**src/hps_pkg.sv**
```systemverilog
`timescale 1ns / 1ps

package hps_pkg;

	localparam int TABLE_WORDS = 9;

	localparam logic [3:0] SPECIAL_LAST_PHASE = 4'd8;
	localparam logic [3:0] SQUARE_LAST_PHASE  = 4'd3;

	localparam logic [15:0] EFFECT_WAIT_RESET = 16'd1000;

	// request op codes
	localparam logic [1:0] OP_LOAD  = 2'd0;
	localparam logic [1:0] OP_START = 2'd1;
	localparam logic [1:0] OP_TICK  = 2'd2;

	// pattern modes
	localparam logic [1:0] MODE_NONE    = 2'd0;
	localparam logic [1:0] MODE_EFFECTS = 2'd1;
	localparam logic [1:0] MODE_SQUARE  = 2'd2;

	// configuration register indexes
	localparam logic [1:0] CFG_WAVE_FIRST   = 2'd0;
	localparam logic [1:0] CFG_WAVE_LAST    = 2'd1;
	localparam logic [1:0] CFG_REPEAT_LIMIT = 2'd2;
	localparam logic [1:0] CFG_EFFECT_WAIT  = 2'd3;

	// completion status
	localparam logic STATUS_OK      = 1'b0;
	localparam logic STATUS_INVALID = 1'b1;

	typedef enum logic [2:0] {
		ACT_WAVE    = 3'd0,
		ACT_GO      = 3'd1,
		ACT_STANDBY = 3'd2,
		ACT_DRIVE   = 3'd3,
		ACT_AMP     = 3'd4,
		ACT_DONE    = 3'd5
	} action_t;

	typedef enum logic [1:0] {
		KIND_LOAD,
		KIND_START,
		KIND_TICK
	} kind_t;

	typedef struct packed {
		kind_t       kind;
		logic [3:0]  slot;
		logic [15:0] value;
		logic [1:0]  mode;
		logic [7:0]  amplitude;
		logic [7:0]  repeat_count;
	} entry_t;

	typedef struct packed {
		action_t    action;
		logic [7:0] value;
		logic       status;
	} res_t;

endpackage

```
**src/hps_front.sv**
```systemverilog
`timescale 1ns / 1ps

module hps_front (
	input  logic                 clk,
	input  logic                 arst_n,
	input  logic                 cmd_valid,
	output logic                 cmd_ready,
	input  logic [1:0]           op,
	input  logic [3:0]           word_index,
	input  logic [15:0]          word_value,
	input  logic [1:0]           mode,
	input  logic [7:0]           amplitude,
	input  logic [7:0]           repeat_count,
	output logic                 q_valid,
	input  logic                 q_pop,
	output hps_pkg::entry_t      q_head
);

	hps_pkg::entry_t entry;
	logic            keep;
	logic            push;

	hps_pkg::entry_t fifo_q [2];
	logic            wr_ptr_q;
	logic            rd_ptr_q;
	logic [1:0]      count_q;

	// classify; ignored requests never reach the queue
	always_comb begin
		entry.slot         = word_index;
		entry.value        = word_value;
		entry.mode         = mode;
		entry.amplitude    = amplitude;
		entry.repeat_count = repeat_count;
		entry.kind         = hps_pkg::KIND_TICK;
		keep               = 1'b0;
		unique case (op)
			hps_pkg::OP_LOAD: begin
				entry.kind = hps_pkg::KIND_LOAD;
				keep       = (word_index < 4'(hps_pkg::TABLE_WORDS));
			end
			hps_pkg::OP_START: begin
				entry.kind = hps_pkg::KIND_START;
				keep       = 1'b1;
			end
			hps_pkg::OP_TICK: begin
				entry.kind = hps_pkg::KIND_TICK;
				keep       = 1'b1;
			end
			default: begin
				keep = 1'b0;
			end
		endcase
	end

	assign cmd_ready = (count_q != 2'd2);
	assign push      = cmd_valid && cmd_ready && keep;
	assign q_valid   = (count_q != 2'd0);
	assign q_head    = fifo_q[rd_ptr_q];

	always_ff @(posedge clk) begin
		if (push) begin
			fifo_q[wr_ptr_q] <= entry;
		end
	end

	always_ff @(posedge clk or negedge arst_n) begin
		if (!arst_n) begin
			wr_ptr_q <= 1'b0;
			rd_ptr_q <= 1'b0;
			count_q  <= 2'd0;
		end else begin
			if (push) begin
				wr_ptr_q <= ~wr_ptr_q;
			end
			if (q_pop) begin
				rd_ptr_q <= ~rd_ptr_q;
			end
			case ({push, q_pop})
				2'b10:   count_q <= count_q + 2'd1;
				2'b01:   count_q <= count_q - 2'd1;
				default: count_q <= count_q;
			endcase
		end
	end

endmodule

```
**src/hps_back.sv**
```systemverilog
`timescale 1ns / 1ps

module hps_back (
	input  logic            clk,
	input  logic            arst_n,
	input  logic            cfg_we,
	input  logic [1:0]      cfg_index,
	input  logic [15:0]     cfg_data,
	input  logic            q_valid,
	output logic            q_pop,
	input  hps_pkg::entry_t q_head,
	output logic            act_valid,
	input  logic            act_ready,
	output logic [2:0]      action,
	output logic [7:0]      action_value,
	output logic            status,
	output logic            last
);

	function automatic hps_pkg::res_t mk_res(hps_pkg::action_t a, logic [7:0] v, logic s);
		hps_pkg::res_t r;
		r.action = a;
		r.value  = v;
		r.status = s;
		return r;
	endfunction

	// configuration
	logic [6:0]  wave_first_q;
	logic [6:0]  wave_last_q;
	logic [7:0]  repeat_limit_q;
	logic [15:0] effect_wait_q;

	// pattern state
	logic [15:0] tbl_q [hps_pkg::TABLE_WORDS];
	logic [1:0]  mode_q;
	logic [3:0]  phase_q;
	logic [7:0]  pass_q;
	logic [15:0] wait_q;
	logic [7:0]  rep_q;

	// result burst
	hps_pkg::res_t burst_q [3];
	logic          busy_q;
	logic [1:0]    idx_q;
	logic [1:0]    cnt_q;
	logic          is_last;

	logic [3:0]    next_phase;
	logic [15:0]   rd_word;
	logic          wave_ok;
	logic          sq_stop;

	logic [1:0]    n_mode;
	logic [3:0]    n_phase;
	logic [7:0]    n_pass;
	logic [15:0]   n_wait;
	logic [7:0]    n_rep;
	logic [1:0]    n_cnt;
	hps_pkg::res_t r0;
	hps_pkg::res_t r1;
	hps_pkg::res_t r2;
	hps_pkg::res_t idle_res;

	assign idle_res = mk_res(hps_pkg::ACT_STANDBY, 8'd0, hps_pkg::STATUS_OK);

	// step that the next tick or a start plays
	always_comb begin
		if (q_head.kind == hps_pkg::KIND_START) begin
			next_phase = 4'd0;
		end else if (mode_q == hps_pkg::MODE_SQUARE
				&& phase_q == hps_pkg::SQUARE_LAST_PHASE) begin
			next_phase = 4'd0;
		end else begin
			next_phase = phase_q + 4'd1;
		end
	end

	assign rd_word = (next_phase < 4'(hps_pkg::TABLE_WORDS)) ? tbl_q[next_phase] : 16'd0;
	assign wave_ok = (rd_word >= {9'd0, wave_first_q}) && (rd_word <= {9'd0, wave_last_q});
	assign sq_stop = (next_phase == hps_pkg::SQUARE_LAST_PHASE) && (pass_q == repeat_limit_q);

	always_comb begin
		n_mode  = mode_q;
		n_phase = phase_q;
		n_pass  = pass_q;
		n_wait  = wait_q;
		n_rep   = rep_q;
		n_cnt   = 2'd0;
		r0      = idle_res;
		r1      = idle_res;
		r2      = idle_res;
		unique case (q_head.kind)
			hps_pkg::KIND_LOAD: begin
				n_cnt = 2'd0;
			end
			hps_pkg::KIND_START: begin
				n_phase = 4'd0;
				n_pass  = 8'd0;
				n_wait  = 16'd0;
				n_rep   = q_head.repeat_count;
				n_mode  = hps_pkg::MODE_NONE;
				case (q_head.mode)
					hps_pkg::MODE_NONE: begin
						r1    = mk_res(hps_pkg::ACT_DONE, 8'd0, hps_pkg::STATUS_OK);
						n_cnt = 2'd2;
					end
					hps_pkg::MODE_EFFECTS: begin
						if (rd_word != 16'd0 && wave_ok) begin
							r0     = mk_res(hps_pkg::ACT_WAVE, rd_word[7:0], hps_pkg::STATUS_OK);
							r1     = mk_res(hps_pkg::ACT_GO, 8'd0, hps_pkg::STATUS_OK);
							n_cnt  = 2'd2;
							n_mode = hps_pkg::MODE_EFFECTS;
							n_wait = effect_wait_q;
						end else begin
							r1    = mk_res(hps_pkg::ACT_DONE, 8'd0, hps_pkg::STATUS_INVALID);
							n_cnt = 2'd2;
						end
					end
					hps_pkg::MODE_SQUARE: begin
						r0 = mk_res(hps_pkg::ACT_AMP, q_head.amplitude, hps_pkg::STATUS_OK);
						if (rd_word == 16'd0) begin
							r2    = mk_res(hps_pkg::ACT_DONE, 8'd0, hps_pkg::STATUS_INVALID);
							n_cnt = 2'd3;
						end else begin
							r1     = mk_res(hps_pkg::ACT_DRIVE, 8'd0, hps_pkg::STATUS_OK);
							n_cnt  = 2'd2;
							n_mode = hps_pkg::MODE_SQUARE;
							n_wait = rd_word;
						end
					end
					default: begin
						r1    = mk_res(hps_pkg::ACT_DONE, 8'd0, hps_pkg::STATUS_INVALID);
						n_cnt = 2'd2;
					end
				endcase
			end
			hps_pkg::KIND_TICK: begin
				if (mode_q == hps_pkg::MODE_NONE) begin
					n_cnt = 2'd0;
				end else if (wait_q > 16'd1) begin
					n_wait = wait_q - 16'd1;
				end else begin
					n_wait  = 16'd0;
					n_phase = next_phase;
					case (mode_q)
						hps_pkg::MODE_EFFECTS: begin
							if (next_phase > hps_pkg::SPECIAL_LAST_PHASE) begin
								r1     = mk_res(hps_pkg::ACT_DONE, 8'd0, hps_pkg::STATUS_OK);
								n_cnt  = 2'd2;
								n_mode = hps_pkg::MODE_NONE;
							end else if (next_phase[0]) begin
								// off-wait between effects
								n_wait = rd_word;
							end else if (wave_ok) begin
								r0     = mk_res(hps_pkg::ACT_WAVE, rd_word[7:0], hps_pkg::STATUS_OK);
								r1     = mk_res(hps_pkg::ACT_GO, 8'd0, hps_pkg::STATUS_OK);
								n_cnt  = 2'd2;
								n_wait = effect_wait_q;
							end else begin
								// a zero effect ends the pattern cleanly, an out-of-range one with invalid status
								r1     = mk_res(hps_pkg::ACT_DONE, 8'd0, rd_word != 16'd0);
								n_cnt  = 2'd2;
								n_mode = hps_pkg::MODE_NONE;
							end
						end
						hps_pkg::MODE_SQUARE: begin
							if (pass_q > rep_q) begin
								r1     = mk_res(hps_pkg::ACT_DONE, 8'd0, hps_pkg::STATUS_OK);
								n_cnt  = 2'd2;
								n_mode = hps_pkg::MODE_NONE;
							end else if (next_phase[0]) begin
								if (next_phase == hps_pkg::SQUARE_LAST_PHASE && !sq_stop) begin
									n_pass = pass_q + 8'd1;
								end
								if (rd_word == 16'd0) begin
									r2     = mk_res(hps_pkg::ACT_DONE, 8'd0,
										hps_pkg::STATUS_INVALID);
									n_cnt  = 2'd3;
									n_mode = hps_pkg::MODE_NONE;
								end else if (sq_stop) begin
									r2     = mk_res(hps_pkg::ACT_DONE, 8'd0, hps_pkg::STATUS_OK);
									n_cnt  = 2'd3;
									n_mode = hps_pkg::MODE_NONE;
								end else begin
									n_cnt  = 2'd1;
									n_wait = rd_word;
								end
							end else if (rd_word == 16'd0) begin
								r1     = mk_res(hps_pkg::ACT_DONE, 8'd0, hps_pkg::STATUS_INVALID);
								n_cnt  = 2'd2;
								n_mode = hps_pkg::MODE_NONE;
							end else begin
								r0     = mk_res(hps_pkg::ACT_DRIVE, 8'd0, hps_pkg::STATUS_OK);
								n_cnt  = 2'd1;
								n_wait = rd_word;
							end
						end
						default: begin
							n_mode = hps_pkg::MODE_NONE;
						end
					endcase
				end
			end
			default: begin
				n_cnt = 2'd0;
			end
		endcase
	end

	assign is_last      = (idx_q == cnt_q - 2'd1);
	assign q_pop        = q_valid && (!busy_q || (act_ready && is_last));
	assign act_valid    = busy_q;
	assign action       = burst_q[idx_q].action;
	assign action_value = burst_q[idx_q].value;
	assign status       = burst_q[idx_q].status;
	assign last         = is_last;

	always_ff @(posedge clk) begin
		if (q_pop) begin
			if (q_head.kind == hps_pkg::KIND_LOAD) begin
				tbl_q[q_head.slot] <= q_head.value;
			end
			burst_q[0] <= r0;
			burst_q[1] <= r1;
			burst_q[2] <= r2;
		end
	end

	always_ff @(posedge clk or negedge arst_n) begin
		if (!arst_n) begin
			wave_first_q   <= 7'd1;
			wave_last_q    <= 7'd123;
			repeat_limit_q <= 8'd255;
			effect_wait_q  <= hps_pkg::EFFECT_WAIT_RESET;
		end else if (cfg_we) begin
			case (cfg_index)
				hps_pkg::CFG_WAVE_FIRST:   wave_first_q   <= cfg_data[6:0];
				hps_pkg::CFG_WAVE_LAST:    wave_last_q    <= cfg_data[6:0];
				hps_pkg::CFG_REPEAT_LIMIT: repeat_limit_q <= cfg_data[7:0];
				default:                   effect_wait_q  <= cfg_data;
			endcase
		end
	end

	always_ff @(posedge clk or negedge arst_n) begin
		if (!arst_n) begin
			mode_q  <= hps_pkg::MODE_NONE;
			phase_q <= 4'd0;
			pass_q  <= 8'd0;
			wait_q  <= 16'd0;
			rep_q   <= 8'd0;
			busy_q  <= 1'b0;
			idx_q   <= 2'd0;
			cnt_q   <= 2'd0;
		end else begin
			if (q_pop) begin
				mode_q  <= n_mode;
				phase_q <= n_phase;
				pass_q  <= n_pass;
				wait_q  <= n_wait;
				rep_q   <= n_rep;
				busy_q  <= (n_cnt != 2'd0);
				idx_q   <= 2'd0;
				cnt_q   <= n_cnt;
			end else if (busy_q && act_ready) begin
				// advance through the burst, drop busy after its final result
				if (is_last) begin
					busy_q <= 1'b0;
				end else begin
					idx_q <= idx_q + 2'd1;
				end
			end
		end
	end

endmodule

```
**src/haptic_pattern_sequencer.sv**
```systemverilog
`timescale 1ns / 1ps

// Haptic pattern sequencer: turns load, start and millisecond-tick requests into
// actuator commands (set waveform, go, standby, realtime drive, set amplitude, done).
// Request channel cmd_valid/cmd_ready carries op and its fields; result channel
// act_valid/act_ready carries one command per transfer, with last marking the final
// command caused by a request. A request may cause zero to three commands.
// The first command of a request is presented once the request has passed the queue
// and been registered into the burst. A two-entry queue sits between the request
// decoder and the pattern engine; the engine takes one queued request per cycle
// while no command burst is pending, so throughput is one request per cycle for
// requests with no commands; a request with commands holds the engine until the
// single result port drains its burst; the next is taken with the last command.
// Configuration is written through cfg_we/cfg_index/cfg_data; the user must write it only
// while no request is in flight, which the block does not enforce; writes take effect at once.
// Reset (arst_n low) empties the queue, drops any pending burst, stops playback
// and restores the configuration defaults; the pattern table keeps no reset value.
// When the receiver holds act_ready low the burst holds, the engine stops taking
// from the queue, and cmd_ready falls once the queue is full.
module haptic_pattern_sequencer (
	input  logic        clk,
	input  logic        arst_n,
	input  logic        cfg_we,
	input  logic [1:0]  cfg_index,
	input  logic [15:0] cfg_data,
	input  logic        cmd_valid,
	output logic        cmd_ready,
	input  logic [1:0]  op,
	input  logic [3:0]  word_index,
	input  logic [15:0] word_value,
	input  logic [1:0]  mode,
	input  logic [7:0]  amplitude,
	input  logic [7:0]  repeat_count,
	output logic        act_valid,
	input  logic        act_ready,
	output logic [2:0]  action,
	output logic [7:0]  action_value,
	output logic        status,
	output logic        last
);

	logic            q_valid;
	logic            q_pop;
	hps_pkg::entry_t q_head;

	hps_front u_front (
		.clk          (clk),
		.arst_n       (arst_n),
		.cmd_valid    (cmd_valid),
		.cmd_ready    (cmd_ready),
		.op           (op),
		.word_index   (word_index),
		.word_value   (word_value),
		.mode         (mode),
		.amplitude    (amplitude),
		.repeat_count (repeat_count),
		.q_valid      (q_valid),
		.q_pop        (q_pop),
		.q_head       (q_head)
	);

	hps_back u_back (
		.clk          (clk),
		.arst_n       (arst_n),
		.cfg_we       (cfg_we),
		.cfg_index    (cfg_index),
		.cfg_data     (cfg_data),
		.q_valid      (q_valid),
		.q_pop        (q_pop),
		.q_head       (q_head),
		.act_valid    (act_valid),
		.act_ready    (act_ready),
		.action       (action),
		.action_value (action_value),
		.status       (status),
		.last         (last)
	);

endmodule
```
**config.mk**
```make
export PLATFORM = sky130hd
export DESIGN_NAME = haptic_pattern_sequencer
export DESIGN_NICKNAME = d
export VERILOG_FILES = /design/src/hps_pkg.sv /design/src/hps_front.sv /design/src/hps_back.sv /design/src/haptic_pattern_sequencer.sv
export SDC_FILE = /design/constraint.sdc
export NUM_CORES = 1
export LEC_CHECK = 0
export BUFFER_PORTS_ARGS = -buffer_cell sky130_fd_sc_hd__buf_2
export CORE_MARGIN = 5
export CORE_UTILIZATION = 40
export DETAILED_ROUTE_END_ITERATION = 10
export PLACE_DENSITY = 0.65
export SLEW_MARGIN = 40
export SYNTH_ARGS = -nofsm -noshare
export SYNTH_HDL_FRONTEND = slang
export SYNTH_HIERARCHICAL = 1
export SYNTH_SLANG_ARGS = --single-unit
```
**constraint.sdc**
```tcl
create_clock -name clk -period 5.7 [get_ports clk]
set_clock_uncertainty 0.1 [all_clocks]
set_input_delay 0.855 -clock clk [delete_from_list [all_inputs] [get_ports clk]]
set_output_delay 0.855 -clock clk [all_outputs]
set_load 0.005 [all_outputs]
```
# Word level (Yosys, flattened, before mapping)
# Memories as Yosys holds them, arrays and structs flattened.
# Cells that the tools add are included.
[word_totals]
out_inout_bits = 15
mem_count = 3
elab_cells = 206
in_bits = 63
regBits = 85
ram_bits = 260
[mem_list]
columns = ["name", "words", "word_bits", "read_ports", "rd_ports_with_merged_regs", "write_ports", "line_no", "text"]
rows = [
  ["u_back.tbl_q", 9, 16, 1, 0, 1, "hps_back.sv:35", "logic [15:0] tbl_q [hps_pkg::TABLE_WORDS];"],
  ["u_front.fifo_q", 2, 40, 1, 0, 1, "hps_front.sv:23", "hps_pkg::entry_t fifo_q [2];"],
  ["u_back.burst_q", 3, 12, 1, 0, 3, "hps_back.sv:43", "hps_pkg::res_t burst_q [3];"],
]
[classes]
reduce_logical = 39
n_mux = 104
add_sub_neg = 7
n_lt_le_gt_ge = 7
eq_ne = 28
bitwise = 3
[ops]
columns = ["op", "count"]
rows = [
  ["two-way mux 12 bit", 23],
  ["two-way mux 16 bit", 12],
  ["one-hot mux 12 bit (2 select lines)", 6],
  ["one-hot mux 16 bit (2 select lines)", 3],
  ["two-way mux 2 bit", 24],
  ["two-way mux 8 bit", 6],
  ["one-hot mux 12 bit (3 select lines)", 1],
  ["one-hot mux 2 bit (2 select lines)", 7],
  ["two-way mux 11 bit", 2],
  [">= comparator 16 x 7 -> 1 bit", 1],
  ["greater-than comparator 16 x 1 -> 1 bit, second input constant", 1],
  ["less-or-equal comparator 16 x 7 -> 1 bit", 1],
  ["zero test 16 bit", 1],
  ["two-way mux 4 bit", 4],
  ["one-hot mux 8 bit (2 select lines)", 1],
  ["AND reduction 8 bit", 2],
  ["nonzero test 16 bit", 1],
  ["subtractor 16 x 1 -> 16 bit, second input constant", 1],
  ["AND reduction 2 bit", 7],
  ["== test 2 x 1 -> 1 bit, second input constant", 6],
  ["== test 2 bit, second input constant", 6],
  ["two-way mux 1 bit", 12],
  ["nonzero test 2 bit", 6],
  ["logical AND 1 bit", 10],
  ["other kinds (25)", 44],
]

# Longest topological paths before layout
# Gate-level depths: netlist of the first run.
[logic_depth]
ltp_word = 16
mapped_depth = 25
ltp_nobuf = 19

# Modules after synthesis
# The synthesis of the first run kept the hierarchy.
[by_module_without_submodules]
columns = ["mod", "instances", "cells_each", "seq_area_each_um2", "area_each_um2"]
rows = [
  ["hps_back", 1, 905, 6917.9, 11770.0],
  ["hps_front", 1, 152, 2502.4, 3188.1],
]

# Least setup slack after synthesis of the first run
# Ideal clock, no wire load.
[synth_path]
kind = "reg-to-reg"
startpoint = "reg u_front.rd_ptr_q"
endpoint = "mem u_back/burst_q[0][10] (netlist bit), data pin"
arrival_time_ns = 4.812
t_required_ns = 5.319
period_less_slack_ns = 5.193
path_stages_with_launch = 23
setup_slack_ns = 0.507
n_path_buf = 5
setup_ns = 0.281
path_cell_list = "dfrtp_1 > buf_2 > buf_2 > mux2_2 > ha_1 > or2_4 > nor2_4 > buf_8 > buf_6 > mux4_2 > a222oi_1 > inv_1 > ha_1 > and2_1 > nand3_1 > nor2_1 > a21oi_1 > nor3_1 > and4_1 > buf_4 > o311ai_1 > a2111oi_0 > o221ai_1"
[synth_rtl]
columns = ["item", "line_no", "text"]
rows = [
  ["start: declaration", "hps_front.sv:25", "logic rd_ptr_q;"],
  ["start signal: assignment", "hps_front.sv:77", "rd_ptr_q <= ~rd_ptr_q;"],
  ["end: declaration", "hps_back.sv:43", ""],
]

==> results.json, run 1 <==
{
  "syn_inst": 1057,
  "synthFlopType": "edfxtp_1",
  "setup_violations": 0,
  "cp_slowest_cell": "mux4_2",
  "fin_ws_ns": 0.408,
  "final_hold_viol_count": 0,
  "vdd_drop_max_mv": 0.189,
  "synth_area_mm2": 0.0150,
  "power.density_mw_per_mm2": 507,
  "power_frac_seq": 0.374,
  "antenna_left": 0,
  "die_h_um": 203,
  "yosys_warnings": 6,
  "netlist_top_cells_count": "242 x edfxtp_1, 79 x mux2_2, 64 x dfrtp_1, 63 x nand2_1, 62 x nor2_1",
  "globalplace.congestion": 0.893,
  "arrival_ns": 5.44,
  "path_class": "reg -> reg",
  "layout-drive-gt1-share": 0.276,
  "grt_pass1_vias": 9551,
  "critPathLaunchType": "register",
  "pwr-share-comb": 0.366,
  "clkSinkCount": 327,
  "die_area_mm2": 0.0414,
  "slew_headroom": 0.417,
  "areaGrowthSynthToFinish_pct": 16.5,
  "antenna_found_initial": 0,
  "syn_nets": 1161,
  "grt_overflow": 0,
  "switching_power_mw": 3.11,
  "ys_types": 81,
  "min_period_over_period": 0.928,
  "yosys.area.top_type_share": 0.486,
  "final_nets": 1291,
  "grt_most_used_layer": "met2",
  "cts.hold.buffers_added": 0,
  "vias": 9488,
  "slew_viol_final": 0,
  "yosysTopAreaCell": "edfxtp_1",
  "rsz0062_at_grt": "no",
  "final_cells": 1683,
  "nFillCells": 3221,
  "multi_input_area_mm2": 0.00523,
  "met3_usage": 0.0393,
  "swShare": 0.352,
  "min_period_ns": 5.29,
  "critical_path.max_fanout": 6,
  "drc": 0,
  "min_path_type": "in -> async",
  "die-width_um": 203,
  "globalRouteTotalUtil": 0.178,
  "fp-row-count": 70,
  "ys_seq_area_frac": 0.630,
  "required_ns": 5.85,
  "async_flop_share": 0.260,
  "dp_cells": 1610,
  "grt_max_degree": 55,
  "io_buffer_count": 77,
  "crit_path_cell_trace": "mux2_2 > ha_1 > or2_4 > nor2_4 > buf_4 > buf_4 > mux4_2 > a222oi_1 > inv_1 > ha_1 > and2_1 > nand3_1 > nor2_1 > a21oi_1 > nor3_1 > and4_1 > o311ai_1 > a2111oi_1 > o221ai_1",
  "path_clk_slew_ns": 0.06,
  "power_frac_clock": 0.260,
  "p_int_mw": 5.72,
  "fin_total_pwr_mw": 8.83,
  "ys_top_cells_by_area": "edfxtp_1 49%, dfrtp_1 11%, mux2_2 5.9%",
  "max_freq_mhz": 189,
  "tns_ns": 0,
  "dp_slack_ns": 0.210,
  "seqCellArea_mm2": 0.00942,
  "synth-edff-count": 242,
  "numCtsBuffers": 37,
  "first_iter_violations": 901,
  "critPathMaxStageDelay_ns": 0.49,
  "hpwl_um": 26000,
  "cts_root_buffer": "clkbuf_16",
  "cts_buffer_depth": 3,
  "grt.met2_usage": 0.277,
  "use_met1": 0.255,
  "io_pins": 78,
  "synthMostInstantiatedCell": "edfxtp_1",
  "dr.pass1.iters": 5,
  "cts_htree_levels": 2,
  "cts_tree": "built",
  "wl_per_cell_um": 22.0,
  "syn_avg_cell_area_um2": 14.2,
  "insertion_delay_ns": 0.55,
  "status": "finished clean",
  "initial_core_util": 0.407,
  "post_drt_via_cell_ratio": 5.64,
  "ys_seq_elements": 327,
  "grt_first_pass_wirelength_um": 57100,
  "leakagePower_nw": 6.45,
  "worstMarginPinSlew_ns": 0.869,
  "cap_viol_max_count": 0,
  "cp-end-kind": "register",
  "coreArea_mm2": 0.0368,
  "drt-total-wl_um": 36900
}
path summary, 6_finish.rpt:
check                                    from                     to  slack (ns)  cells after the start
max                          u_front/rd_ptr_q  u_back/burst_q[0][10]        0.41                     19
min                                    arst_n        u_back/rep_q[4]        0.10                      1
max reg2reg                  u_front/rd_ptr_q  u_back/burst_q[0][10]        0.41                     19
min reg2reg                u_front/count_q[1]     u_front/count_q[1]        0.40                      1
max in group asynchronous              arst_n  u_back/wave_last_q[5]        4.65                      2
min in group clk                word_value[6]  u_front/fifo_q[0][24]        0.40                      1
cells by family after synthesis:
family | Yosys count | share of synthesized area
AO/OA/AOI/OAI | 191 | 0.0897
flip-flops | 327 | 0.630
adder cells (fa/ha/maj) | 41 | 0.0343
AND/OR/NAND/NOR | 268 | 0.0965
multiplexers | 115 | 0.108
buffers and inverters | 89 | 0.0260
XOR/XNOR | 26 | 0.0152
power groups by stage:
stage | sequential, mW | combinational [mW] | clock [mW]
detailed placement | 3.35 | 3.19 | 0
finish | 3.30 | 3.23 | 2.29
floorplan | 3.27 | 2.14 | 0
CTS | 3.30 | 3.21 | 2.35
global placement | 3.33 | 3.16 | 0
global route | 3.34 | 3.54 | 2.45
cell type report:
class                   instances  area share
flip-flops and latches        327       0.541
clock buffers                  48      0.0567
repair buffers                129      0.0465
diodes                          1    0.000144
inverters                      51      0.0110
well taps                     468      0.0336
clock inverters                18      0.0112
multi-input cells             641       0.300
layout by cell type, fill, tap and decap left out, types with 10 or more instances in the layout:
| cell | count |
|---|---|
| edfxtp_1 | 242 |
| mux2_2 | 79 |
| buf_2 | 76 |
| nand2_1 | 63 |
| dfrtp_1 | 63 |
| nor2_1 | 56 |
| inv_1 | 50 |
| buf_4 | 48 |
| o21ai_0 | 47 |
| ha_1 | 41 |
| clkbuf_16 | 37 |
| a21oi_1 | 33 |
| nand3_1 | 27 |
| mux4_2 | 23 |
| dfstp_2 | 21 |
| and2_1 | 15 |
| nor4_1 | 14 |
| xor2_1 | 13 |
| xnor2_1 | 13 |
| nand2b_1 | 12 |
| a31oi_1 | 10 |
what timing repair did:
item / CTS / global route
endpoints found under the setup margin: 0 / 14
setup buffers: 0 / 5
gates resized for setup: 0 / 1
worst max-delay path: cells and delay by family, from the launching register on:
| family | cells | cell delay, ns |
|---|---|---|
| adders and majority gates | 2 | 0.57 |
| AOI/OAI and AO/OA | 5 | 1.19 |
| buffers and inverters | 3 | 0.56 |
| and+or+nand+nor | 7 | 1.37 |
| muxes | 2 | 0.84 |
| DFF | 1 | 0.38 |
layer usage:
layer / vias up / routed length, um
li1: 4328 / -
met1: 4818 / 16600
met2: 293 / 17200
met3: 49 / 2360
met4: 0 / 761
met5: - / 0
registers in the layout (all words and copies together) (netlist names), 8 cells and up:
name and flops:
u_back/repeat_limit_q 8, u_back/effect_wait_q 16, u_back/pass_q 8, u_front/fifo_q 80, u_back/rep_q 8, u_back/burst_q 18, u_back/tbl_q 144, u_back/wait_q 16
stage by stage:
stage | instance area (um^2) | hold slack, ns | util
after floorplan | 15000 | 0.357 | -
after global placement | 16100 | 0.381 | 0.438
after detailed placement | 16200 | 0.382 | 0.440
after CTS | 17400 | 0.296 | 0.472
after global routing | 17400 | 0.0968 | 0.473
final | 17400 | 0.102 | 0.474
Note: power is estimated with default switching activity, not from simulation.
==> run 2: changes to the inputs <==
--- a/config.mk
+++ b/config.mk
@@ -6,10 +6,13 @@
 export NUM_CORES = 1
 export LEC_CHECK = 0
 export BUFFER_PORTS_ARGS = -buffer_cell sky130_fd_sc_hd__buf_2
+export CELL_PAD_IN_SITES_DETAIL_PLACEMENT = 1
+export CELL_PAD_IN_SITES_GLOBAL_PLACEMENT = 1
 export CORE_MARGIN = 5
 export CORE_UTILIZATION = 40
 export DETAILED_ROUTE_END_ITERATION = 10
-export PLACE_DENSITY = 0.65
+export PLACE_DENSITY = 0.74
+export RECOVER_POWER = 100
 export SLEW_MARGIN = 40
 export SYNTH_ARGS = -nofsm -noshare
 export SYNTH_HDL_FRONTEND = slang
==> run 2 against run 1 <==
Compared with the run above: clock power rose by 5%; final area fell by 1.2%; critical endpoint unchanged; flip-flop and latch count did not move; worst setup slack got worse by 0.084 ns; register-to-register slack got worse by 0.08 ns; die area did not move; the run now ends with max-capacitance violations, max-slew violations left; core utilization fell by 0.55 points; combinational power barely moved; wire length rose by 12%; first-iteration DRC count fell by 9.7%; final cell count fell by 0.53%.
==> results.json, run 2 (synthesis gave the netlist of run 1 again) <==
{
  "numCtsBuffers": 37,
  "fp-row-count": 70,
  "insertion_delay_ns": 0.56,
  "grt_first_pass_wirelength_um": 63400,
  "final_common_cell": "edfxtp_1",
  "dp_cells": 1606,
  "ff2ff_setup_slack_ns": 0.32,
  "cp_slowest_cell": "clkbuf_1",
  "dr.pass1.iters": 5,
  "diodes": 0,
  "violations": "max-capacitance violations, max-slew violations",
  "globalplace.congestion": 0.917,
  "min_period_ns": 5.38,
  "regMostFlops": "u_back/tbl_q",
  "io_pins": 78,
  "cap_viol_max_count": 10,
  "cts.hold.buffers_added": 0,
  "cts_setup_buffers": 0,
  "max_freq_mhz": 186,
  "layout-drive-gt1-share": 0.209,
  "areaGrowthSynthToFinish_pct": 15.1,
  "grt_pass1_vias": 10500,
  "tns_ns": 0,
  "arrival_ns": 5.55,
  "status": "complete, but fails checks",
  "vias": 9718,
  "first_iter_violations": 814,
  "cts_buffer_depth": 3,
  "cts_root_buffer": "clkbuf_16",
  "critPathMaxStageDelay_ns": 0.79,
  "die-width_um": 203,
  "required_ns": 5.87,
  "power.density_mw_per_mm2": 523,
  "vdd_drop_max_mv": 0.268,
  "critPathLaunchType": "register",
  "layout_common_cells": "242 x edfxtp_1, 63 x nand2_1, 63 x dfrtp_1",
  "antenna_left": 0,
  "slew_headroom": -0.592,
  "post_drt_via_cell_ratio": 5.81,
  "coreArea_mm2": 0.0368,
  "grt_max_degree": 55,
  "wl_per_cell_um": 24.7,
  "clkSinkCount": 327,
  "cts_htree_levels": 2,
  "die_h_um": 203,
  "reg.largest.list": "u_back/tbl_q: 144 flops, u_front/fifo_q: 80 flops, u_back/burst_q: 18 flops",
  "setup_violations": 0,
  "min_path_type": "in -> reg",
  "final_cells": 1674,
  "initial_core_util": 0.407,
  "rsz0062_at_grt": "no",
  "worstMarginPinSlew_ns": 2.39,
  "cts_tree": "built",
  "slew_viol_final": 244,
  "path_class": "reg -> reg",
  "ctsResizeCount": 0,
  "hpwl_um": 29100,
  "utilization": 0.468,
  "final_hold_viol_count": 0,
  "path_clk_slew_ns": 0.06,
  "leakagePower_nw": 6.26,
  "antenna_found_initial": 0,
  "final_nets": 1282,
  "cp-end-kind": "register",
  "drt-total-wl_um": 41300,
  "die_area_mm2": 0.0414,
  "fin_total_pwr_mw": 9.00,
  "min_period_over_period": 0.943,
  "critical_path.max_fanout": 14,
  "hold_ws_ns": 0.382,
  "largest_reg_flops": 144,
  "crit_path_cell_trace": "mux2_2 > ha_1 > or2_4 > nor2_4 > clkbuf_1 > mux4_1 > a221o_1 > nor4_4 > and4_1 > o311ai_1 > a2111oi_0 > o221ai_1",
  "grt_overflow": 0,
  "drc": 0,
  "io_buffer_count": 77,
  "globalRouteTotalUtil": 0.199
}
-- run 2: cell types whose count changed in the layout (fill, tap and decap cells not counted), sizes merged --
cell,delta
clkinv,-6
clkbuf,+61
diode,-1
buf,-62
inv,-1
-- run 2: metal layers --
metal	share of wire	wire (um)	track usage
met1	0.43	17700	0.269
met2	0.48	20000	0.325
met3	0.059	2450	0.0385
met4	0.029	1190	0.0701
met5	0	0	0
-- run 2: cell type report --
cell class                 instances  area (um^2)
tap                              468          586
clock buffer                      56         1110
sequential                       327         9420
multi-input combinational        641         5170
timing repair buffer             120          612
inverter                          51          191
clock inverter                    11          130
fill                            3733        19600
-- run 2: worst paths after layout --
check	start	to	cells after the start
min in group asynchronous	arst_n	u_back/pass_q[0]	1
max in group asynchronous	arst_n	u_front/rd_ptr_q	2
worst min-delay path	word_value[15]	u_front/fifo_q[0][33]	1
worst max-delay path	u_front/rd_ptr_q	u_back/burst_q[0][10]	12
worst min register to register	u_back/rep_q[7]	u_back/rep_q[7]	1
worst max register to register	u_front/rd_ptr_q	u_back/burst_q[0][10]	12
-- run 2: worst max-delay path: cells and delay by family, from the launching register on --
kind                       cells  cell delay [ns]
AOI/OAI and AO/OA              4             1.31
and+or+nand+nor                4             1.23
buffers and inverters          1             0.79
DFF                            1             0.38
adders and majority gates      1             0.24
muxes                          2             1.02
-- run 2: where the power goes --
part,internal (mW),switching (mW),leakage (nW)
clock network,1.44,0.973,0.597
logic,1.25,2.01,2.44
registers,3.09,0.237,3.22
total,5.78,3.22,6.26
-- run 2: per-stage QoR --
step | instance area, um^2 | worst slack [ns]
final | 17200 | 0.324
after floorplan | 15000 | 0.507
after global placement | 16100 | 0.463
after CTS | 17400 | 0.156
after detailed placement | 16200 | 0.173
after global routing | 17200 | 0.00388
